[src/text_cell_writer_with_color_escapes_top_assert.svh]
// Assertion macros for the text cell writer.
// The clock is clk and the reset is arst_n in every module that uses them.
`ifndef TEXT_CELL_WRITER_WITH_COLOR_ESCAPES_TOP_ASSERT_SVH
`define TEXT_CELL_WRITER_WITH_COLOR_ESCAPES_TOP_ASSERT_SVH
`ifndef SYNTHESIS
// Checked outside reset only.
`define TCW_ASSERT(label, prop, msg) \
	label: assert property (@(posedge clk) disable iff (!arst_n) prop) else $error(msg);
// Checked at every edge, reset included.
`define TCW_ASSERT_ALWAYS(label, prop, msg) \
	label: assert property (@(posedge clk) prop) else $error(msg);
`else
`define TCW_ASSERT(label, prop, msg)
`define TCW_ASSERT_ALWAYS(label, prop, msg)
`endif
`endif

[src/tcw_pkg.sv]
`default_nettype none
package tcw_pkg;

	localparam int CHAR_W     = 8;
	localparam int CELL_IDX_W = 11;
	localparam int ATTR_W     = 8;
	localparam int CFG_IDX_W  = 2;
	localparam int CFG_DATA_W = 8;

	typedef logic [CFG_IDX_W-1:0] cfg_idx_t;

	localparam cfg_idx_t REG_ESC_EN      = cfg_idx_t'(0);
	localparam cfg_idx_t REG_PLAIN_COLOR = cfg_idx_t'(1);

	localparam logic [CHAR_W-1:0] CHAR_HASH    = 8'h23;
	localparam logic [CHAR_W-1:0] CHAR_NL      = 8'h0A;
	localparam logic [ATTR_W-1:0] DEFAULT_ATTR = 8'h07;

	// Parser phase: plain text, after '#', after the high digit.
	typedef enum logic [1:0] {
		PH_TEXT = 2'd0,
		PH_HASH = 2'd1,
		PH_HIGH = 2'd2
	} esc_phase_t;

	typedef struct packed {
		logic       valid;
		logic [3:0] value;
	} hex_digit_t;

	// Cursor moves requested for one processed character.
	typedef struct packed {
		logic step;
		logic newline;
	} cursor_cmd_t;

	function automatic hex_digit_t hex_decode(input logic [CHAR_W-1:0] c);
		hex_digit_t d;
		d.valid = 1'b1;
		d.value = 4'd0;
		if (c >= 8'h30 && c <= 8'h39) begin
			d.value = 4'(c - 8'h30);
		end else if (c >= 8'h41 && c <= 8'h46) begin
			d.value = 4'(c - 8'h41 + 8'h0A);
		end else if (c >= 8'h61 && c <= 8'h66) begin
			d.value = 4'(c - 8'h61 + 8'h0A);
		end else begin
			d.valid = 1'b0;
		end
		return d;
	endfunction

endpackage
`default_nettype wire

[src/tcw_char_if.sv]
`default_nettype none
interface tcw_char_if import tcw_pkg::*; ();
	logic              valid;
	logic              ready;
	logic [CHAR_W-1:0] char_code;
	logic              string_start;

	modport source (output valid, output char_code, output string_start, input ready);
	modport sink (input valid, input char_code, input string_start, output ready);
endinterface
`default_nettype wire

[src/tcw_cell_if.sv]
`default_nettype none
interface tcw_cell_if import tcw_pkg::*; ();
	logic                  valid;
	logic                  ready;
	logic [CELL_IDX_W-1:0] cell_index;
	logic [CHAR_W-1:0]     glyph;
	logic [ATTR_W-1:0]     attribute;

	modport source (output valid, output cell_index, output glyph, output attribute,
		input ready);
	modport sink (input valid, input cell_index, input glyph, input attribute,
		output ready);
endinterface
`default_nettype wire

[src/tcw_cfg_if.sv]
`default_nettype none
interface tcw_cfg_if import tcw_pkg::*; ();
	logic                  valid;
	logic                  ready;
	cfg_idx_t              index;
	logic [CFG_DATA_W-1:0] data;

	modport source (output valid, output index, output data, input ready);
	modport sink (input valid, input index, input data, output ready);
endinterface
`default_nettype wire

[src/tcw_cursor.sv]
`default_nettype none
// Screen cursor: linear cell number plus column, wraps at the screen end.
module tcw_cursor import tcw_pkg::*; #(
	parameter int COLUMNS = 80,
	parameter int ROWS    = 25,
	localparam int TOTAL  = ROWS * COLUMNS,
	localparam int CELL_W = $clog2(TOTAL + COLUMNS + 1),
	localparam int COL_W  = $clog2(COLUMNS + 1)
) (
	input  wire logic              clk,
	input  wire logic              arst_n,
	input  wire cursor_cmd_t       cmd,
	output logic      [CELL_W-1:0] cell_num,
	output logic      [COL_W-1:0]  column
);

	logic [CELL_W-1:0] cell_q, cell_inc, cell_nl;
	logic [COL_W-1:0]  col_q, col_inc;

	assign cell_inc = cell_q + CELL_W'(1);
	assign col_inc  = col_q + COL_W'(1);
	// newline: jump to column 0 of the next row
	assign cell_nl  = cell_q + CELL_W'(COLUMNS) - CELL_W'(col_q);

	always_ff @(posedge clk or negedge arst_n) begin
		if (!arst_n) begin
			cell_q <= '0;
			col_q  <= '0;
		end else if (cmd.step) begin
			if (cell_inc >= CELL_W'(TOTAL)) begin
				cell_q <= '0;
				col_q  <= '0;
			end else begin
				cell_q <= cell_inc;
				col_q  <= (col_inc >= COL_W'(COLUMNS)) ? '0 : col_inc;
			end
		end else if (cmd.newline) begin
			cell_q <= (cell_nl >= CELL_W'(TOTAL)) ? '0 : cell_nl;
			col_q  <= '0;
		end
	end

	assign cell_num = cell_q;
	assign column   = col_q;

endmodule
`default_nettype wire

[src/text_cell_writer_with_color_escapes_top.sv]
// Channel | Dir | Transaction payload
// chars   | in  | char_code[7:0], string_start
// cells   | out | cell_index[10:0], glyph[7:0], attribute[7:0]
// cfg     | in  | index[1:0] (0 escapes_enabled, 1 plain_color), data[7:0]
//
// One character per cycle sustained while cells is ready. A character passes the input register,
// then the parse/cursor logic loads the output register if it emits a cell.
// The parser phase, color and cursor update in the same cycle the output
// register is loaded, so back-to-back characters see each other's effects.
// arst_n clears the cursor, parser phase, color and config to reset values.
// A stalled cells channel holds its result; chars keeps flowing until the
// input register is also occupied. cfg is always ready.
`default_nettype none
`include "text_cell_writer_with_color_escapes_top_assert.svh"
module text_cell_writer_with_color_escapes_top import tcw_pkg::*; #(
	parameter int COLUMNS = 80,
	parameter int ROWS    = 25
) (
	input wire logic   clk,
	input wire logic   arst_n,
	tcw_char_if.sink   chars,
	tcw_cell_if.source cells,
	tcw_cfg_if.sink    cfg
);

	localparam int TOTAL  = ROWS * COLUMNS;
	localparam int CELL_W = $clog2(TOTAL + COLUMNS + 1);
	localparam int COL_W  = $clog2(COLUMNS + 1);

	// configuration registers
	logic              esc_en_q;
	logic [ATTR_W-1:0] plain_color_q;

	// input stage
	logic              valid_s1;
	logic [CHAR_W-1:0] char_s1;
	logic              start_s1;

	// parser state
	esc_phase_t        phase_q, phase_n, phase_base;
	logic [ATTR_W-1:0] color_q, color_n, color_base;

	// output stage
	logic                  cells_valid_q;
	logic [CELL_IDX_W-1:0] cell_idx_q;
	logic [CHAR_W-1:0]     glyph_q;
	logic [ATTR_W-1:0]     attr_q;

	logic              advance, chars_take, emit, plain_emit;
	logic [ATTR_W-1:0] emit_attr;
	hex_digit_t        digit;
	cursor_cmd_t       cmd, cmd_gated;
	logic [CELL_W-1:0] cur_cell;
	logic [COL_W-1:0]  cur_col;
	logic [31:0]       cell_ext;

	// Process the held character whenever the output register is free or draining.
	assign advance    = valid_s1 && (!cells_valid_q || cells.ready);
	assign chars.ready = !valid_s1 || advance;
	assign chars_take = chars.valid && chars.ready;

	assign cfg.ready = 1'b1;

	always_ff @(posedge clk or negedge arst_n) begin
		if (!arst_n) begin
			esc_en_q      <= 1'b1;
			plain_color_q <= DEFAULT_ATTR;
		end else if (cfg.valid && cfg.ready) begin
			unique case (cfg.index)
				REG_ESC_EN:      esc_en_q <= cfg.data[0];
				REG_PLAIN_COLOR: plain_color_q <= cfg.data;
				default: ;
			endcase
		end
	end

	always_ff @(posedge clk or negedge arst_n) begin
		if (!arst_n) begin
			valid_s1 <= 1'b0;
		end else if (chars_take) begin
			valid_s1 <= 1'b1;
		end else if (advance) begin
			valid_s1 <= 1'b0;
		end
	end

	always_ff @(posedge clk) begin
		if (chars_take) begin
			char_s1  <= chars.char_code;
			start_s1 <= chars.string_start;
		end
	end

	// Parser: string start resets color and phase before the character is seen.
	always_comb begin
		digit      = hex_decode(char_s1);
		phase_base = start_s1 ? PH_TEXT : phase_q;
		color_base = start_s1 ? DEFAULT_ATTR : color_q;
		phase_n    = phase_base;
		color_n    = color_base;
		emit       = 1'b0;
		emit_attr  = color_base;
		cmd        = '0;
		if (!esc_en_q) begin
			phase_n = PH_TEXT;
			if (char_s1 == CHAR_NL) begin
				cmd.newline = 1'b1;
			end else begin
				emit      = 1'b1;
				emit_attr = plain_color_q;
			end
		end else begin
			unique case (phase_base)
				PH_HASH: begin
					if (char_s1 == CHAR_HASH) begin
						// "##" prints a literal hash
						phase_n = PH_TEXT;
						emit    = 1'b1;
					end else begin
						if (digit.valid) color_n = {digit.value, 4'd0};
						phase_n = PH_HIGH;
					end
				end
				PH_HIGH: begin
					if (digit.valid) color_n = color_base + {4'd0, digit.value};
					phase_n = PH_TEXT;
				end
				default: begin
					// normal text; the unused phase code lands here too
					phase_n = PH_TEXT;
					if (char_s1 == CHAR_HASH) begin
						phase_n = PH_HASH;
					end else if (char_s1 == CHAR_NL) begin
						cmd.newline = 1'b1;
					end else begin
						emit = 1'b1;
					end
				end
			endcase
		end
		cmd.step = emit;
	end

	always_ff @(posedge clk or negedge arst_n) begin
		if (!arst_n) begin
			phase_q <= PH_TEXT;
			color_q <= DEFAULT_ATTR;
		end else if (advance) begin
			phase_q <= phase_n;
			color_q <= color_n;
		end
	end

	assign cmd_gated = advance ? cmd : '0;

	tcw_cursor #(
		.COLUMNS(COLUMNS),
		.ROWS   (ROWS)
	) u_cursor (
		.clk     (clk),
		.arst_n  (arst_n),
		.cmd     (cmd_gated),
		.cell_num(cur_cell),
		.column  (cur_col)
	);

	// cell number zero-extended to 32 bits; its low 11 bits feed the cell index
	assign cell_ext = 32'(cur_cell);

	always_ff @(posedge clk or negedge arst_n) begin
		if (!arst_n) begin
			cells_valid_q <= 1'b0;
		end else if (advance) begin
			cells_valid_q <= emit;
		end else if (cells.ready) begin
			cells_valid_q <= 1'b0;
		end
	end

	always_ff @(posedge clk) begin
		if (advance && emit) begin
			cell_idx_q <= cell_ext[CELL_IDX_W-1:0];
			glyph_q    <= char_s1;
			attr_q     <= emit_attr;
		end
	end

	assign cells.valid      = cells_valid_q;
	assign cells.cell_index = cell_idx_q;
	assign cells.glyph      = glyph_q;
	assign cells.attribute  = attr_q;

	assign plain_emit = advance && emit && !esc_en_q;

	`TCW_ASSERT_ALWAYS(a_cursor_in_range, cur_cell < CELL_W'(TOTAL), "cursor past screen end")
	`TCW_ASSERT(a_col_in_range, cur_col < COL_W'(COLUMNS), "cursor column past row end")
	`TCW_ASSERT(a_nl_col_zero, advance && cmd.newline |=> cur_col == '0, "newline left column")
	`TCW_ASSERT(a_full_stall, valid_s1 && !advance |-> !chars.ready, "input taken while full")
	`TCW_ASSERT(a_plain_attr, plain_emit |=> attr_q == $past(plain_color_q), "plain attr wrong")

endmodule
`default_nettype wire
[src/flat_wrapper.sv]
// flat-port wrapper written by rule: the top's interface ports become plain ports
module text_cell_writer_with_color_escapes_top_flat import tcw_pkg::*;
#(
	parameter int COLUMNS = 80,
	parameter int ROWS    = 25
)
  (clk, arst_n, chars_valid, chars_char_code, chars_string_start, chars_ready, cells_valid, cells_cell_index, cells_glyph, cells_attribute, cells_ready, cfg_valid, cfg_index, cfg_data, cfg_ready);
  tcw_char_if chars_i ();
  tcw_cell_if cells_i ();
  tcw_cfg_if cfg_i ();
  input wire logic clk;
  input wire logic arst_n;
  input wire logic [$bits(chars_i.valid)-1:0] chars_valid;
  input wire logic [$bits(chars_i.char_code)-1:0] chars_char_code;
  input wire logic [$bits(chars_i.string_start)-1:0] chars_string_start;
  output wire logic [$bits(chars_i.ready)-1:0] chars_ready;
  output wire logic [$bits(cells_i.valid)-1:0] cells_valid;
  output wire logic [$bits(cells_i.cell_index)-1:0] cells_cell_index;
  output wire logic [$bits(cells_i.glyph)-1:0] cells_glyph;
  output wire logic [$bits(cells_i.attribute)-1:0] cells_attribute;
  input wire logic [$bits(cells_i.ready)-1:0] cells_ready;
  input wire logic [$bits(cfg_i.valid)-1:0] cfg_valid;
  input wire logic [$bits(cfg_i.index)-1:0] cfg_index;
  input wire logic [$bits(cfg_i.data)-1:0] cfg_data;
  output wire logic [$bits(cfg_i.ready)-1:0] cfg_ready;
  assign chars_i.valid = chars_valid;
  assign chars_i.char_code = chars_char_code;
  assign chars_i.string_start = chars_string_start;
  assign chars_ready = chars_i.ready;
  assign cells_valid = cells_i.valid;
  assign cells_cell_index = cells_i.cell_index;
  assign cells_glyph = cells_i.glyph;
  assign cells_attribute = cells_i.attribute;
  assign cells_i.ready = cells_ready;
  assign cfg_i.valid = cfg_valid;
  assign cfg_i.index = cfg_index;
  assign cfg_i.data = cfg_data;
  assign cfg_ready = cfg_i.ready;
  text_cell_writer_with_color_escapes_top #(.COLUMNS(COLUMNS), .ROWS(ROWS)) u_core (.clk(clk), .arst_n(arst_n), .chars(chars_i), .cells(cells_i), .cfg(cfg_i));
endmodule
[config.mk]
export PLATFORM = sky130hd
export DESIGN_NAME = text_cell_writer_with_color_escapes_top_flat
export DESIGN_NICKNAME = d
export VERILOG_FILES = /design/src/tcw_pkg.sv /design/src/tcw_char_if.sv /design/src/tcw_cell_if.sv /design/src/tcw_cfg_if.sv /design/src/tcw_cursor.sv /design/src/text_cell_writer_with_color_escapes_top.sv /design/src/flat_wrapper.sv
export VERILOG_INCLUDE_DIRS = /design/src /design/src/src
export SDC_FILE = /design/constraint.sdc
export NUM_CORES = 1
export LEC_CHECK = 0
export ABC_AREA = 0
export BUFFER_PORTS_ARGS = -buffer_cell sky130_fd_sc_hd__buf_4
export CAP_MARGIN = 25
export CORE_ASPECT_RATIO = 0.8
export CORE_MARGIN = 2
export CORE_UTILIZATION = 40
export DETAILED_ROUTE_END_ITERATION = 10
export PLACE_DENSITY = 0.68
export RECOVER_POWER = 100
export SYNTH_ARGS = -nofsm -noshare
export SYNTH_HDL_FRONTEND = slang
export SYNTH_SLANG_ARGS = --single-unit
[constraint.sdc]
create_clock -name clk -period 3.68 [get_ports clk]
set_input_delay 1.104 -clock clk [delete_from_list [all_inputs] [get_ports clk]]
set_output_delay 1.104 -clock clk [all_outputs]
set_load 0.05 [all_outputs]
==> flow_results.org, run 1 <==
** Min path
- In this run the worst hold path is classified as flip-flop to flip-flop.
- Worst Hold Depth :: 2

** Floorplan
- The die is 125 um wide.
- 54 I/O pins were placed.
- Core Footprint :: 11400 um2
- The initial utilization of the core area, before any placement, comes to 0.407.
- Vertical die dimension :: 100 um
- Area of the die :: 12500 um2
- Number of rows created at floorplan :: 35

** Clock tree
- The cell sitting at the root of the clock tree is a clkbuf_16.
- No sink is reached through more buffers than the 2 on the longest clock path.
- Reg clk slew, reported paths :: 0.07 ns
- For the worst-skew pair, the clock arrives at the later sink with an insertion delay of 0.34 ns.
- TritonCTS built the clock tree.
- Post-cts sizing count :: 0
- TritonCTS sink count :: 76
- TritonCTS Buffers :: 9
- Cts-stage hold buffer count :: 0
- Maximum level of the CTS H-tree :: 3
- Post-CTS setup repair buffer count :: 0

** Pwr
- Power spent charging and discharging nets :: 0.00101 W
- Switching fraction of total power :: 0.362
- Power Dens Cells :: 523 nW/um2
- IR analysis of the VDD net gives a maximum drop of 0.000226 V.
- Combinational group share of total power :: 0.301
- Of the total power, registers draw 0.412.
- The share of total power dissipated in the clock network is 0.287.
- The internal power of the cells totals 0.00179 W.
- The analysis attributes to cell leakage a power of 2.12 nW.

** STA
- Sum of negative setup slack :: 0 ns
- Worst Max-Slew Pin Slew :: 2.29 ns
- Dividing the final minimum period by the clock period gives 0.931.
- Final Hold Viols :: 0
- Worst slew margin relative to its limit :: -0.529
- Count of pins over their slew limit :: 41
- The clock arrives with 0.0121 ns of skew.
- Setup violations remaining at the end of the flow were counted as 0.
- Final min period :: 3.42 ns
- Static timing analysis puts the maximum clock frequency at 292 MHz.
- Setup repair after global routing left no endpoint under its margin.

** Logic synthesis
- Post-Synthesis Cell Area :: 4650 um2
- Mean Syn Cell Area :: 10.2 um2
- EDFF count, synth :: 36
- In this run, distinct cell masters in the synthesized netlist total 62.
- By area the synthesized netlist is led by edfxtp_1 23%, dfrtp_1 18%, ha_1 8.9%.
- The most used flip-flop cell after synthesis is edfxtp_1.
- Syn Inst Count :: 455
- After synthesis, the share of flip-flops with an asynchronous set or reset is 0.526.
- For this run, the register share of the synthesized area comes to 0.450.
- Warnings from Yosys :: 0
- Share of Yosys cell area claimed by the top area cell type :: 0.232
- Of all cell types, the one taking the most synthesized area is edfxtp_1.
- Net count after synthesis :: 514
- In this run, synthesis produced a sequential element count of 76.

** Drt
- In the routed layout, each cell is associated on average with a via count of 5.53.
- The first routing iteration left 262 violations.
- The routed design has 10.6 mm of wire.
- DRC errors left :: 0
- The detail route stage leaves a number of antenna-violating nets equal to 0.
- Across all layers, the routed design uses 3691 vias.
- Dividing the detail-routed wire length by the instance count gives 15.9 um.
- The first detailed-routing pass ran for 5 iterations.

** Setup path
- Data arrival time of the worst path :: 3.63 ns
- The worst setup path is captured at a flip-flop.
- STA puts the critical path data required time at 3.89 ns.
- Depth of the most critical reg-to-reg path :: 11
- Critical path peak fanout :: 10
- Worst setup path category :: flip-flop to flip-flop
- Startpoint Class :: flip-flop

** Finish
- Share of layout cells above drive strength 1 :: 0.148
- Number of inserted filler cells in the final layout :: 1079
- Area growth syn-to-layout :: 15.2%
- The number of antenna diodes in the final layout is 0.
- Sequential cell area in the final layout :: 2090 um2
- Final standard cell utilization of the core :: 0.469
- Summing all multi-input logic gate instances after layout gives 2370 um2.
- The net count of the finished layout is 573.

** Global route
- The number of global-route vias before repair came to 3596.
- Global-route wire length before repair :: 17.9 mm
- Antenna violations before repair :: 0
- Largest net degree at the start of global routing :: 41
- After global routing the overflow that remains totals 0.
- For this run, the total global-route usage over all layers was measured as 0.178.

** Run
- Across the run, the number of max-cap violations was 1.

** Placement
- RePlAce Congestion :: 0.908
- Detail Placement HPWL :: 7.80 mm
- Number of buffer cells added on primary ports :: 52

** Run status
- The run finished, with violations left.
- Violated checks :: capacitance limit, slew limit
-- synth_stat cells, types with 3 or more instances --
| library cell | instances |
|---|---|
| nand4_1 | 4 |
| nand2_1 | 36 |
| nor2b_1 | 7 |
| and3_1 | 6 |
| nand2b_1 | 12 |
| a211oi_1 | 4 |
| a21oi_1 | 17 |
| o21ai_0 | 41 |
| a22o_1 | 5 |
| nand3_1 | 15 |
| buf_4 | 3 |
| and2_1 | 4 |
| o31ai_1 | 6 |
| dfstp_2 | 7 |
| nor3_1 | 11 |
| o211ai_1 | 6 |
| ha_1 | 33 |
| or2_2 | 5 |
| clkbuf_1 | 6 |
| nor4_1 | 3 |
| a22oi_1 | 8 |
| a221oi_1 | 4 |
| nor2_1 | 35 |
| mux2i_1 | 3 |
| xor2_1 | 6 |
| inv_1 | 28 |
| a31oi_1 | 4 |
| xnor2_1 | 12 |
| a21o_1 | 3 |
| dfrtp_1 | 33 |
| nor3b_1 | 3 |
| edfxtp_1 | 36 |
| mux2_2 | 14 |
-- kinds of logic after synthesis --
family,synth area share
and+or+nand+nor,0.174
adders and majority gates,0.0974
buffers and inverters,0.0369
other,0.000806
AOI/OAI and AO/OA,0.167
muxes,0.0404
DFF,0.450
xor gates and xnor gates,0.0339
-- metal layers --
metal,track usage,share of wire
met5,0,0
met4,0.0743,0.023
met3,0.0469,0.071
met2,0.253,0.41
met1,0.258,0.49
-- path summary, 6_finish.rpt --
path,start,end,slack (ns)
max,u_core.u_cursor.cell_num[1],u_core.u_cursor.cell_num[3],0.26
min,u_core.phase_q[1],u_core.phase_q[1],0.48
max reg2reg,u_core.u_cursor.cell_num[1],u_core.u_cursor.cell_num[3],0.26
min reg2reg,u_core.phase_q[1],u_core.phase_q[1],0.48
max in group asynchronous,arst_n,u_core.color_q[7],0.92
min in group asynchronous,arst_n,u_core.u_cursor.cell_num[10],1.45
-- per-stage QoR --
step	area (um2)	cells	setup slack, ns	total power, W	hold WS [ns]
floorplan	4650	455	0.404	0.00180	0.442
global placement	5220	651	0.443	0.00202	0.457
detailed placement	5220	651	0.323	0.00205	0.470
CTS	5490	667	0.303	0.00286	0.484
global route	5360	667	0.0806	0.00297	0.514
finish	5360	667	0.255	0.00280	0.478
-- placed cells by master (no fill, tap or decap), drive strengths merged, types with 7 or more instances in the layout --
cell type	instances
clkbuf	54
dfrtp	33
inv	29
ha	33
edfxtp	36
a21oi	17
buf	17
xnor2	12
nand3	16
mux2	14
o21ai	44
nand2b	12
a22oi	8
nand2	36
dfstp	7
nor2b	7
nor3	13
nor2	35
-- critical path, cell delays in order, from the launching register on --
cell      delay (ns)
dfrtp_1         0.46
ha_1            0.31
ha_1            0.24
fa_1            0.42
a211oi_1        0.49
o21bai_1        0.14
a21oi_1         0.19
xor2_1          0.09
or2_2           0.32
o311ai_1        0.30
buf_4           0.23
o211ai_1        0.10
-- sequential cells by signal (all words and copies together) (netlist names) --
name                      count
u_core.valid_s1               1
u_core.phase_q                2
u_core.u_cursor.column        7
u_core.start_s1               1
u_core.plain_color_q          8
u_core.cells.glyph            8
u_core.cells.valid            1
u_core.esc_en_q               1
u_core.char_s1                8
u_core.cells.attribute        8
u_core.u_cursor.cell_num     12
u_core.cells.cell_index      11
u_core.color_q                8
-- area by class of cell --
class                      instances  area share
sequential                        76       0.390
clock buffer                      11      0.0434
multi-input combinational        339       0.443
timing repair buffer              60      0.0621
tap                              148      0.0346
clock inverter                     5     0.00701
inverter                          28      0.0196
-- power by group through the flow --
stage	sequential (W)	clock [W]	combinational [W]
3_5_place_dp	0.00117	0	0.000880
4_1_cts	0.00115	0.000822	0.000884
3_3_place_gp	0.00116	0	0.000862
2_1_floorplan	0.00128	0	0.000528
6_report	0.00115	0.000803	0.000844
5_1_grt	0.00117	0.000858	0.000943
No activity file was read; power rests on OpenSTA's default activity.
==> run 2, diff against run 1 <==
CORE_UTILIZATION = 50   (was 40)
PLACE_DENSITY = 0.8   (was 0.68)
==> flow_results.org, run 2 (synthesized netlist as in run 1, its figures left out) <==
** STA
- Setup repair after global routing left no endpoint under its margin.
- Final Hold Viols :: 0
- Number of failing setup endpoints in the final timing report :: 0
- Final critical-path share of the clock period :: 0.934
- For the pin with the worst max-slew slack, the measured transition is 2.28 ns.
- Worst slew margin relative to its limit :: -0.517
- The worst path needs 3.44 ns of the cycle, external delays included.
- Setup total negative slack on the finished layout was measured at 0 ns.
- Layout Skew :: 0.0102 ns
- Count of pins over their slew limit :: 41
- Maximum clock frequency :: 291 MHz

** Pwr
- Post-layout total power :: 0.00298 W
- The share of total power dissipated in the clock network is 0.324.
- Switching fraction of total power :: 0.352
- In this run the power density over the cells is 555 nW/um2.
- Of the total power, registers draw 0.390.
- In this run the static leakage power is 2.14 nW.
- IR analysis of the VDD net gives a maximum drop of 0.000387 V.
- Cell-internal power :: 0.00193 W
- The share of total power dissipated in combinational logic is 0.286.
- Power spent charging and discharging nets :: 0.00105 W

** Setup path
- Data arrives at the worst endpoint at 3.69 ns.
- Startpoint Class :: flip-flop
- The critical path goes through inv_1 > ha_1 > o21bai_1 > a2111oi_4 > nor2b_1 > xnor2_1 > nor2_1 > ha_1 > a21oi_1 > nand2b_1 > a211oi_1 > mux2i_1 > a21oi_1 > a21oi_1.
- Buf+Inv Stages, Crit Path :: 1
- The cell that appears most often on the critical path is a21oi_1.
- Among all stages on the critical path, the largest delay is contributed by a2111oi_4.
- The critical path crosses 14 cells after its start point.
- In this run the worst path has a maximum fanout of 8.
- Depth of the most critical reg-to-reg path :: 14
- Cell family with most CP delay :: compound AO/OA/AOI/OAI gates
- CP max stage delay :: 0.54 ns
- Required time at the endpoint of the critical path :: 3.94 ns
- The critical path is of the flip-flop to flip-flop type.
- CP Capture Type :: flip-flop

** Placement
- Detail Placement HPWL :: 7.89 mm
- Cells after DPL :: 617
- At the end of routability-driven placement, the weighted congestion stood at 0.931.
- In this run the tool buffered the top-level ports with 52 buffer cells.
- Standard cell area after detailed placement :: 5170 um2

** Clock tree
- Clock latency on the worst-skew pair, taken at its later pin, is 0.33 ns.
- Post-cts sizing count :: 0
- Reg clk slew, reported paths :: 0.06 ns
- Cts-stage hold buffer count :: 0
- In this run the number of H-tree levels came out at 3.
- No sink is reached through more buffers than the 2 on the longest clock path.
- Clock root buffer :: clkbuf_16
- In this run, CTS created clock tree buffers numbering 9.
- Buffers added to address setup during post-CTS repair amount to 0.
- Clock tree from TritonCTS :: done
- The clock drives 76 sinks.

** Drt
- Wire length on met3 :: 779 um
- In this run, the number of DRC markers left after iteration 0 of detailed routing was 235.
- The routed layout has 3745 vias.
- The first detailed-routing pass ran for 5 iterations.
- Once detail routing completed, the nets flagged for antenna violations numbered 0.
- After detailed routing, the average wire length per cell comes to 17.4 um.
- Wires add up to 11.0 mm.
- Sum of met2 wire segment lengths after detailed routing :: 4.93 mm
- After detailed routing, the number of remaining DRC violations is 0.
- Routed metal-1 wire length :: 5.13 mm
- In the routed layout, each cell is associated on average with a via count of 5.92.
- The detailed router used layers up to and including met4.

** Floorplan
- Core Footprint :: 9040 um2
- Boundary Pins :: 54
- Initial Util :: 0.515
- After floorplanning, the core was divided into 31 placement rows.
- In this run the horizontal extent of the chip is 112 um.
- Vertical die dimension :: 90.3 um
- Area of the die :: 10100 um2

** Finish
- Leaving out fill and tap cells, the most frequent cells in the layout are 42 x o21ai_0, 36 x nand2_1, 36 x edfxtp_1.
- Flip-flop count of the largest register, all copies and words added :: 12
- In the final layout, flip-flops and latches occupy 2090 um2.
- Area of the multi-input gates :: 2370 um2
- Share of layout cells above drive strength 1 :: 0.149
- Total non-filler cell area in the finished layout :: 5360 um2
- From synthesis to final layout, the design area changed by 15.2%.
- Once layout is complete, the cells apart from fillers number 633.
- In the final design database the tool counted 572 nets.
- Leaving out fill and tap cells, the most frequent cell in the layout is o21ai_0.
- Measured on the finished design, the core utilization comes to 0.593.
- The number of antenna diodes in the final layout is 0.
- Number of inserted filler cells in the final layout :: 739

** Global route
- The number of global-route vias before repair was 3741.
- Total overflow reported by the global router :: 0
- Total routing resource utilization after global routing :: 0.224
- The first global-routing pass estimated 18.4 mm of wire.
- Antenna violations before repair :: 0
- Largest net degree at the start of global routing :: 41

** Run status
- The checks that failed: capacitance limit, slew limit.
- Run status :: finished, violations left

** Min path
- The min-delay analysis places its worst path in the category flip-flop to flip-flop.
- The worst hold path passes through 2 cells.

** Run
- Max-cap violations :: 1
[run 2: changes by cell type in the layout (fill, tap and decap cells not counted), sizes merged]
cell and delta:
bufinv +2, clkbuf -2, buf -1, clkinv +1, clkinvlp -1
[run 2: final timing paths]
| check | start | to | slack, ns |
|---|---|---|---|
| hold reg to reg | u_core.phase_q[1] | u_core.phase_q[1] | 0.50 |
| hold / removal | u_core.phase_q[1] | u_core.phase_q[1] | 0.50 |
| setup / recovery | u_core.char_s1[1] | u_core.color_q[5] | 0.24 |
| min in group asynchronous | arst_n | u_core.u_cursor.column[5] | 1.44 |
| max in group asynchronous | arst_n | u_core.u_cursor.cell_num[11] | 0.93 |
| setup reg to reg | u_core.char_s1[1] | u_core.color_q[5] | 0.24 |
[run 2: power by group through the flow]
stage | logic [W] | clock network, W | registers (W)
finish | 0.000852 | 0.000963 | 0.00116
global route | 0.000946 | 0.00101 | 0.00118
CTS | 0.000888 | 0.000970 | 0.00116
detailed placement | 0.000877 | 0 | 0.00117
global placement | 0.000856 | 0 | 0.00116
floorplan | 0.000528 | 0 | 0.00128
[run 2: worst min-delay path: stages, from the launching register on]
cell and delay [ns]:
dfrtp_1 0.35, nand2_1 0.05, o21ai_0 0.07
[run 2: cell type report]
class,count,share of cell area
Multi-Input combinational cell,339,0.443
Timing Repair Buffer,59,0.0602
Sequential cell,76,0.390
Clock inverter,7,0.0184
Clock buffer,9,0.0420
Tap cell,115,0.0269
Inverter,28,0.0196
[run 2: layer usage]
metal  GRT usage  up-vias
li1            -     1785
met1       0.315     1804
met2       0.349      142
met3      0.0477       14
met4      0.0720        0
met5           0        -
[run 2: per-stage QoR]
stage | setup slack (ns) | hold slack, ns
floorplan | 0.404 | 0.442
global placement | 0.468 | 0.461
detailed placement | 0.335 | 0.488
CTS | 0.296 | 0.502
global route | 0.0117 | 0.530
finish | 0.244 | 0.501
